### config.mk
export PLATFORM = sky130hd
export DESIGN_NAME = serial_frame_deframer_crc16_flat
export DESIGN_NICKNAME = d
export VERILOG_FILES = /design/src/sfdc16_pkg.sv /design/src/sfdc16_if.sv /design/src/sfdc16_core.sv /design/src/sfdc16_outq.sv /design/src/serial_frame_deframer_crc16.sv /design/src/flat_wrapper.sv
export SDC_FILE = /design/constraint.sdc
export NUM_CORES = 1
export LEC_CHECK = 0
export ABC_AREA = 1
export BUFFER_PORTS_ARGS = -buffer_cell sky130_fd_sc_hd__clkbuf_2
export CAP_MARGIN = 30
export CORE_UTILIZATION = 50
export CTS_CLUSTER_SIZE = 30
export DETAILED_ROUTE_END_ITERATION = 16
export HOLD_SLACK_MARGIN = 0.03
export MAX_ROUTING_LAYER = met4
export PLACE_DENSITY = 0.71
export SETUP_SLACK_MARGIN = 0.4
export SLEW_MARGIN = 20
export SYNTH_ARGS = -nofsm -noshare
export SYNTH_HDL_FRONTEND = slang
export SYNTH_HIERARCHICAL = 1
export SYNTH_SLANG_ARGS = --single-unit
### constraint.sdc
create_clock -name clk -period 9 [get_ports clk]
set_input_delay 2.25 -clock clk [delete_from_list [all_inputs] [get_ports clk]]
set_output_delay 2.25 -clock clk [all_outputs]
set_load 0.05 [all_outputs]
### src/sfdc16_pkg.sv
// Shared constants, types and CRC function of the serial frame deframer
package sfdc16_pkg;

    localparam int FRAME_BUFFER_BYTES = 256;

    localparam logic [7:0]  HDR_FIRST  = 8'hAA;
    localparam logic [7:0]  HDR_SECOND = 8'h55;
    localparam logic [7:0]  LEN_LIMIT  = 8'(FRAME_BUFFER_BYTES - 3);
    localparam logic [15:0] CRC_INIT   = 16'hFFFF;
    localparam logic [15:0] CRC_POLY   = 16'h1021;

    typedef enum logic [1:0] {
        KIND_PAYLOAD = 2'd0,
        KIND_GOOD    = 2'd1,
        KIND_BAD     = 2'd2
    } kind_t;

    typedef enum logic [3:0] {
        ST_SEEK_A = 4'b0001,
        ST_SEEK_B = 4'b0010,
        ST_LENGTH = 4'b0100,
        ST_BODY   = 4'b1000
    } state_t;

    typedef struct packed {
        kind_t      result_kind;
        logic [7:0] payload_byte;
        logic [7:0] payload_index;
        logic [7:0] frame_len;
    } result_t;

    function automatic logic [15:0] crc_byte(input logic [15:0] crc, input logic [7:0] data);
        logic [15:0] c;
        c = crc ^ {data, 8'h00};
        for (int i = 0; i < 8; i++)
        begin
            c = c[15] ? ({c[14:0], 1'b0} ^ CRC_POLY) : {c[14:0], 1'b0};
        end
        return c;
    endfunction

endpackage

### src/sfdc16_if.sv
// Valid/ready channel interfaces for received bytes and deframer results
interface sfdc16_in_if;
    logic       valid;
    logic       ready;
    logic [7:0] rx_byte;

    modport source (output valid, output rx_byte, input ready);
    modport sink (input valid, input rx_byte, output ready);
endinterface

interface sfdc16_out_if;
    import sfdc16_pkg::*;

    logic       valid;
    logic       ready;
    kind_t      result_kind;
    logic [7:0] payload_byte;
    logic [7:0] payload_index;
    logic [7:0] frame_len;

    modport source (output valid, output result_kind, output payload_byte,
                    output payload_index, output frame_len, input ready);
    modport sink (input valid, input result_kind, input payload_byte,
                  input payload_index, input frame_len, output ready);
endinterface

### src/sfdc16_core.sv
// Frame hunt state machine, length check, payload indexing and running CRC
module sfdc16_core (
    input  logic                clk,
    input  logic                rst_n,
    input  logic                take,
    input  logic [7:0]          rx_byte,
    output logic                res_valid,
    output sfdc16_pkg::result_t res
);
    import sfdc16_pkg::*;

    state_t      state_reg, state_next;
    logic [7:0]  length_reg, length_next;
    logic [8:0]  count_reg, count_next;
    logic [15:0] crc_reg, crc_next;
    logic [7:0]  crc_low_reg, crc_low_next;

    always_comb
    begin
        state_next        = state_reg;
        length_next       = length_reg;
        count_next        = count_reg;
        crc_next          = crc_reg;
        crc_low_next      = crc_low_reg;
        res_valid         = 1'b0;
        res.result_kind   = KIND_PAYLOAD;
        res.payload_byte  = 8'h00;
        res.payload_index = 8'h00;
        res.frame_len     = length_reg;
        if (take)
        begin
            case (state_reg)
                ST_SEEK_A:
                begin
                    if (rx_byte == HDR_FIRST)
                        state_next = ST_SEEK_B;
                end
                ST_SEEK_B:
                begin
                    state_next = (rx_byte == HDR_SECOND) ? ST_LENGTH : ST_SEEK_A;
                end
                ST_LENGTH:
                begin
                    if (rx_byte <= LEN_LIMIT)
                    begin
                        length_next = rx_byte;
                        count_next  = 9'h000;
                        crc_next    = crc_byte(CRC_INIT, rx_byte);
                        state_next  = ST_BODY;
                    end
                    else
                        state_next = ST_SEEK_A;
                end
                ST_BODY:
                begin
                    if (count_reg < {1'b0, length_reg})
                    begin
                        res_valid         = 1'b1;
                        res.payload_byte  = rx_byte;
                        res.payload_index = count_reg[7:0];
                        crc_next          = crc_byte(crc_reg, rx_byte);
                        count_next        = count_reg + 9'd1;
                    end
                    else if (count_reg == {1'b0, length_reg})
                    begin
                        crc_low_next = rx_byte;
                        count_next   = count_reg + 9'd1;
                    end
                    else
                    begin
                        res_valid       = 1'b1;
                        res.result_kind = ({rx_byte, crc_low_reg} == crc_reg) ? KIND_GOOD
                                                                               : KIND_BAD;
                        state_next      = ST_SEEK_A;
                        count_next      = 9'h000;
                    end
                end
                default:
                begin
                    state_next = ST_SEEK_A;
                end
            endcase
        end
    end

    always_ff @(posedge clk or negedge rst_n)
    begin
        if (!rst_n)
        begin
            state_reg   <= ST_SEEK_A;
            length_reg  <= 8'h00;
            count_reg   <= 9'h000;
            crc_reg     <= CRC_INIT;
            crc_low_reg <= 8'h00;
        end
        else
        begin
            state_reg   <= state_next;
            length_reg  <= length_next;
            count_reg   <= count_next;
            crc_reg     <= crc_next;
            crc_low_reg <= crc_low_next;
        end
    end

endmodule

### src/sfdc16_outq.sv
// Two-entry result buffer: output register plus skid register
module sfdc16_outq (
    input  logic                clk,
    input  logic                rst_n,
    input  logic                push,
    input  sfdc16_pkg::result_t push_data,
    output logic                full,
    sfdc16_out_if.source        res
);
    import sfdc16_pkg::*;

    logic    main_valid_reg, main_valid_next;
    logic    skid_valid_reg, skid_valid_next;
    result_t main_reg, main_next;
    result_t skid_reg, skid_next;
    logic    pop;

    assign pop  = main_valid_reg & res.ready;
    assign full = skid_valid_reg;

    always_comb
    begin
        main_valid_next = main_valid_reg;
        skid_valid_next = skid_valid_reg;
        main_next       = main_reg;
        skid_next       = skid_reg;
        if (skid_valid_reg)
        begin
            if (pop)
            begin
                main_next       = skid_reg;
                skid_valid_next = 1'b0;
            end
        end
        else if (main_valid_reg)
        begin
            if (pop)
            begin
                main_valid_next = push;
                if (push)
                    main_next = push_data;
            end
            else if (push)
            begin
                skid_next       = push_data;
                skid_valid_next = 1'b1;
            end
        end
        else if (push)
        begin
            main_next       = push_data;
            main_valid_next = 1'b1;
        end
    end

    always_ff @(posedge clk or negedge rst_n)
    begin
        if (!rst_n)
        begin
            main_valid_reg <= 1'b0;
            skid_valid_reg <= 1'b0;
        end
        else
        begin
            main_valid_reg <= main_valid_next;
            skid_valid_reg <= skid_valid_next;
        end
    end

    always_ff @(posedge clk)
    begin
        main_reg <= main_next;
        skid_reg <= skid_next;
    end

    assign res.valid         = main_valid_reg;
    assign res.result_kind   = main_reg.result_kind;
    assign res.payload_byte  = main_reg.payload_byte;
    assign res.payload_index = main_reg.payload_index;
    assign res.frame_len     = main_reg.frame_len;

endmodule

### src/serial_frame_deframer_crc16.sv
// Serial frame deframer top level: byte in, payload bytes and frame-end status out
// Receives frames of the form 0xAA 0x55, length, payload, CRC low, CRC high, one byte per
// item, and takes a byte in every clock cycle while the output keeps up. Each payload byte
// comes out with its index and the announced length in the cycle after it is accepted when
// the output is free; after the second CRC byte a frame-end item reports good or bad
// CRC-16 (poly 0x1021, init 0xFFFF, over length and payload). Header, length and low CRC
// bytes give no item. Lengths above 253 drop the frame silently. Results go through a
// two-entry output buffer, so one more result is taken after the output stalls; rx.ready
// falls only when both entries are full and rises the cycle after the output takes an item.
module serial_frame_deframer_crc16 (
    input  logic         clk,
    input  logic         rst_n,
    sfdc16_in_if.sink    rx,
    sfdc16_out_if.source res
);
    import sfdc16_pkg::*;

    logic    full;
    logic    take;
    logic    core_valid;
    result_t core_res;

    assign rx.ready = ~full;
    assign take     = rx.valid & ~full;

    sfdc16_core u_core (
        .clk       (clk),
        .rst_n     (rst_n),
        .take      (take),
        .rx_byte   (rx.rx_byte),
        .res_valid (core_valid),
        .res       (core_res)
    );

    sfdc16_outq u_outq (
        .clk       (clk),
        .rst_n     (rst_n),
        .push      (core_valid),
        .push_data (core_res),
        .full      (full),
        .res       (res)
    );

endmodule

### src/flat_wrapper.sv
// flat-port wrapper written by rule: the top's interface ports become plain ports
module serial_frame_deframer_crc16_flat import sfdc16_pkg::*;
  (clk, rst_n, rx_valid, rx_rx_byte, rx_ready, res_valid, res_result_kind, res_payload_byte, res_payload_index, res_frame_len, res_ready);
  sfdc16_in_if rx_i ();
  sfdc16_out_if res_i ();
  input  logic clk;
  input  logic rst_n;
  input wire logic [$bits(rx_i.valid)-1:0] rx_valid;
  input wire logic [$bits(rx_i.rx_byte)-1:0] rx_rx_byte;
  output wire logic [$bits(rx_i.ready)-1:0] rx_ready;
  output wire logic [$bits(res_i.valid)-1:0] res_valid;
  output wire logic [$bits(res_i.result_kind)-1:0] res_result_kind;
  output wire logic [$bits(res_i.payload_byte)-1:0] res_payload_byte;
  output wire logic [$bits(res_i.payload_index)-1:0] res_payload_index;
  output wire logic [$bits(res_i.frame_len)-1:0] res_frame_len;
  input wire logic [$bits(res_i.ready)-1:0] res_ready;
  assign rx_i.valid = rx_valid;
  assign rx_i.rx_byte = rx_rx_byte;
  assign rx_ready = rx_i.ready;
  assign res_valid = res_i.valid;
  assign res_result_kind = res_i.result_kind;
  assign res_payload_byte = res_i.payload_byte;
  assign res_payload_index = res_i.payload_index;
  assign res_frame_len = res_i.frame_len;
  assign res_i.ready = res_ready;
  serial_frame_deframer_crc16 u_core (.clk(clk), .rst_n(rst_n), .rx(rx_i), .res(res_i));
endmodule
== After elaboration in Yosys (flattened, before gate mapping) ==
Index checks and enable logic that the tools add are counted.

* Bits in registers: 99
* Input port bits: 12
* Output and inout port bits: 28
* Logic and storage cells: 115

* Add/sub/neg operators: 1
* Magnitude comparators: 2
* Eq/ne operators: 15
* Mux-type cells: 51
* Bitwise logic cells: 23
* Reduce and logical (&&, ||, !) cells: 8

{| class="wikitable"
|+ Operators by type and width
! kind !! count
|-
| 13-bit two-way mux || 16
|-
| 26-bit two-way mux || 5
|-
| 16-bit two-way mux || 3
|-
| 3-bit NOT || 16
|-
| 18-bit two-way mux || 2
|-
| 16-bit case mux with 2 select lines || 1
|-
| 9-bit two-way mux || 3
|-
| 9-bit case mux with 2 select lines || 1
|-
| 16-bit == test || 1
|-
| 4-bit two-way mux || 4
|-
| 16-bit NOT || 1
|-
| 4-bit case mux with 4 select lines || 1
|-
| 4-bit AND reduction || 4
|-
| 16-bit XOR || 1
|-
| 1-bit two-way mux || 11
|-
| 2-bit inequality test (second input constant) || 5
|-
| 9-bit by 1-bit adder with 9-bit output (second input constant) || 1
|-
| 9-bit by 8-bit == test with 1-bit output || 1
|-
| 9-bit by 8-bit < comparator with 1-bit output || 1
|-
| 8-bit by 7-bit == test with 1-bit output (second input constant) || 1
|-
| 8-bit == test (second input constant) || 1
|-
| 8-bit <= comparator (second input constant) || 1
|-
| 2-bit two-way mux || 3
|-
| 3-bit AND reduction || 2
|-
| other kinds (10) || 14
|}

== Logic depth before layout (Yosys ltp) ==
* Word-level depth: 19
* Depth in mapped cells: 14
* Mapped depth without buffers: 13

== Modules after synthesis ==
Netlist, hierarchy kept.

{| class="wikitable"
|+ By module, submodules not included
! module !! instances !! cells each !! area each (sq um) !! sequential area each (sq um)
|-
| sfdc16_core || 1 || 492 || 3281.9 || 1147.4
|-
| sfdc16_outq || 1 || 153 || 2016.9 || 1611.5
|-
| serial_frame_deframer_crc16 || 1 || 3 || 13.8 || 0.0
|}

== Worst setup path before layout ==
OpenSTA, ideal clock, no wires.

* Kind: input to register
* Start point: input rx_valid
* End point: register u_core/u_outq/skid_reg[0] (netlist name) (enable)
* Library setup time: 409 ps
* Arrival: 4218 ps
* Data required time: 8591 ps
* Setup slack: 4373 ps
* Cell stages on the path: 7
* Buffers on the path: 0
* Path through: inv_1 > nor2_2 > inv_1 > nor2_4 > a21boi_0 > nand2_1 > nor2_1

* Longest elaborated chain between the ends: 3

{| class="wikitable"
|+ RTL lines
! item !! RTL line !! RTL
|-
| start: declaration || flat_wrapper.sv:8 || <nowiki>input wire logic [$bits(rx_i.valid)-1:0] rx_valid;</nowiki>
|-
| 1-bit AND || serial_frame_deframer_crc16.sv:24 || <nowiki>assign take = rx.valid & ~full;</nowiki>
|-
| net u_core.take || serial_frame_deframer_crc16.sv:19 || <nowiki>logic take;</nowiki>
|-
| 1-bit two-way mux || sfdc16_core.sv:30 || <nowiki>if (take)</nowiki>
|-
| net u_core.core_valid || serial_frame_deframer_crc16.sv:20 || <nowiki>logic core_valid;</nowiki>
|-
| 4-bit AND reduction (no source line) || n/a ||
|-
| end signal: assignment || sfdc16_outq.sv:73 || <nowiki>skid_reg <= skid_next;</nowiki>
|-
| end: declaration || sfdc16_outq.sv:15 || <nowiki>result_t skid_reg, skid_next;</nowiki>
|}

The timed path passes the listed nets, and every way through them passes these cells.
A chain may end at the register's enable or synchronous reset.

==> metrics.md <==
| Metric | Value |
|---|---|
| Required @ worst endpoint | 9090 ps |
| Slew Viols, Final | 0 |
| TritonCTS clock tree | done |
| Crit path max fanout | 14 |
| Internal power | 0.6230 mW |
| Crit path DAT | 4120 ps |
| Leak pwr | 2.824 nW |
| Period utilization | 0.4483 |
| Number of flip-flops under the largest register name | 26 |
| Row Count | 37 |
| Worst path bufs/invs | 4 |
| Hold-fix buffers, CTS | 0 |
| Syn_nets | 669 |
| Setup_tns | 0 ps |
| Crit Path Class | in2reg |
| Clk sink count | 99 |
| Skew-Pair Late Insertion Delay | 380 ps |
| Critical-path cell list | clkbuf_2, inv_1, nor2_2, inv_1, nor2_4, a21boi_0, nor2_1, nor2_2, buf_8 |
| Via count | 4,269 |
| Seq pwr share | 0.569 |
| Crit path depth | 9 |
| Max cap viols | 0 |
| Largest net degree at the start of global routing | 48 |
| CTS Buffer Depth | 2 |
| Critical path endpoint category | flip-flop |
| PD cells | 150.8 mW/mm2 |
| Largest cells by area after synthesis | edfxtp_1 (29%), nand2_1 (20%), dfrtp_1 (14%) |
| Final Cell Area | 0.005792 mm2 |
| Worst r2r path cells | 10 |
| Nets | 707 |
| Hold path cells | 2 |
| Sw Ratio | 0.2866 |
| Share of cells above drive strength 1 | 0.1447 |
| Core region area | 0.01032 mm2 |
| Placed Area | 0.005603 mm2 |
| Clock Skew | 15.59 ps |
| Post-synthesis cell type count | 33 |
| Synth Warn # | 6 |
| Setup Fix Bufs, Post-CTS | 0 |
| FF+latch count, synth | 99 |
| Synth Area per Inst | 8.198 um2 |
| CTS buffer count | 9 |
| Commonest cells after routing, fill and taps aside | nand2_1 (283), inv_1 (62), edfxtp_1 (52) |
| Initial Util | 0.5146 |
| Switching pwr | 0.2503 mW |
| DRC viols | 0 |
| Relative slew slack | 0.5185 |
| Synth Flop Type | edfxtp_1 |
| Remaining Overflow, GRT | 0 |
| Post-synthesis instance total | 648 |
| RSZ-0062 raised after global routing | false |
| Io pins | 40 |
| Total iterations of the first detailed-routing run | 5 |
| Antenna-violating nets left | 0 |
| Avg Vias per Cell | 5.162 |
| Share of the synthesized area in the top cell type | 0.2939 |
| Count of input and output buffers | 39 |
| First-pass GRT wire length | 18.04 mm |
| Wire length per cell | 13.29 um |
| Cell Area, Synth | 0.005313 mm2 |
| DIE AREA | 0.01104 mm2 |
| Asr flop ratio synth | 0.4747 |
| Highest Clock Rate | 247.8 MHz |
| Finish-stage setup viols | 0 |
| Crit path time final | 4035 ps |
| Global-route usage over all layers | 0.2149 |
| Area grow syn2layout | 9.020% |
| H-tree depth | 3 |
| Final hold vios | 0 |
| Gpl congestion | 0.8829 |
| Hold WC Path Type | reg2reg |
| Post-synth EDFFs | 52 |
| Worst path top cell family by delay | simple AND/OR/NAND/NOR gates |
| Vias in the first global route | 3,777 |
| Commonest non-fill, non-tap cell in the layout | nand2_1 |
| Horiz. Die Dim | 105.1 um |
| CP Launch Type | primary input |
| CTS Root Buffer Type | clkbuf_8 |
| Slew @ Worst Pin | 720.5 ps |
| Critical Path Max Stage Delay | 570 ps |
| Post-CTS sizing | 0 |
| Antenna violations before repair | 0 |
| Status | complete, no violations |
| Register area share after synthesis | 0.5193 |
| Worst-path clk slew | 100 ps |
| Logic pwr share | 0.118 |
| DPL Wire Length | 7.934 mm |
| CP max stage cell | nor2_2 |
| Worst vdd ir | 0.06681 mV |
| Drt total wl | 10.99 mm |
| DR iter-0 viols | 291 |
| Clock power frac | 0.313 |
| Synth area leader | edfxtp_1 |
| Die Y | 105.1 um |
| Antenna cells | 0 |
per-stage QoR:
stage          setup WS (ps)  cells  hold WS [ps]  power, mW    util
3_3_place_gp            4353    810         467.7     0.6058  0.5408
5_1_grt                 4779    827         510.2     0.9135  0.5610
3_5_place_dp            4568    811         468.6     0.6088  0.5427
4_1_cts                 4959    827         485.4     0.8789  0.5610
6_report                4965    827         483.5     0.8733  0.5610
2_1_floorplan           4373    648         453.6     0.5823       -
path summary, 6_finish.rpt:
| path | from | endpoint | slack, ps |
|---|---|---|---|
| worst min-delay path | u_core/u_core/crc_reg[10] | u_core/u_core/crc_reg[10] | 480 |
| worst max-delay path | rx_valid | u_core/u_outq/res.frame_len[4] | 4970 |
| worst max register to register | u_core/u_core/length_reg[7] | u_core/u_outq/res.frame_len[4] | 6070 |
| worst min register to register | u_core/u_core/crc_reg[10] | u_core/u_core/crc_reg[10] | 480 |
| max in group asynchronous | rst_n | u_core/u_core/crc_low_reg[3] | 6630 |
| min in group asynchronous | rst_n | u_core/u_core/state_reg[2] | 1940 |
Yosys cell counts (2+ instances only):
library cell and n:
a21oi_1 3, buf_2 5, buf_4 2, buf_6 6, clkbuf_1 2, dfrtp_1 30, dfstp_2 17, edfxtp_1 52
ha_1 9, inv_1 62, inv_2 3, nand2_1 283, nand2_4 3, nand3_1 38, nand3_2 5, nand3b_1 3
nand4_1 9, nand4_2 2, nor2_1 51, nor2_2 4, nor2_4 3, nor3_1 5, o21ai_0 16, o21ai_1 12
xnor2_1 7, xor2_1 9
cell families (layout without fill, tap and decap cells):
group                    Yosys count  after routing  share of synthesized area
AO/OA/AOI/OAI                     34             34                    0.03321
XOR/XNOR                          16             16                    0.02638
adder cells (fa/ha/maj)            9              9                    0.02120
buffers and inverters             80            123                    0.06759
flip-flops                        99             99                     0.5193
AND/OR/NAND/NOR                  410            410                     0.3323
metal layers:
| metal | up-vias | part of all wire | global-route usage |
|---|---|---|---|
| li1 | 2133 | - | - |
| met1 | 2002 | 0.49 | 0.2962 |
| met2 | 115 | 0.44 | 0.3259 |
| met3 | 19 | 0.050 | 0.03556 |
| met4 | 0 | 0.015 | 0.06841 |
| met5 | - | 0 | - |
tightest hold or removal path: cells and delay by family, from the launching register on:
kind          cells  cell delay (ps)
flops             1              390
simple gates      2              110
area by class of cell:
cell class / count / area, um2
fill: 934 / 4532
sequential: 99 / 2759
multi-input combinational: 469 / 2205
inverter: 65 / 244.0
timing repair buffer: 42 / 225.2
tap: 136 / 170.2
clock buffer: 9 / 123.9
clock inverter: 7 / 65.06
power groups by stage:
stage / Clock (mW) / Sequential (mW) / Combinational [mW]
2_1_floorplan: 0 / 0.517 / 0.0657
3_3_place_gp: 0 / 0.506 / 0.0999
3_5_place_dp: 0 / 0.506 / 0.103
4_1_cts: 0.279 / 0.497 / 0.103
5_1_grt: 0.300 / 0.498 / 0.115
6_report: 0.274 / 0.497 / 0.103
No activity file was read; power rests on OpenSTA's default activity.
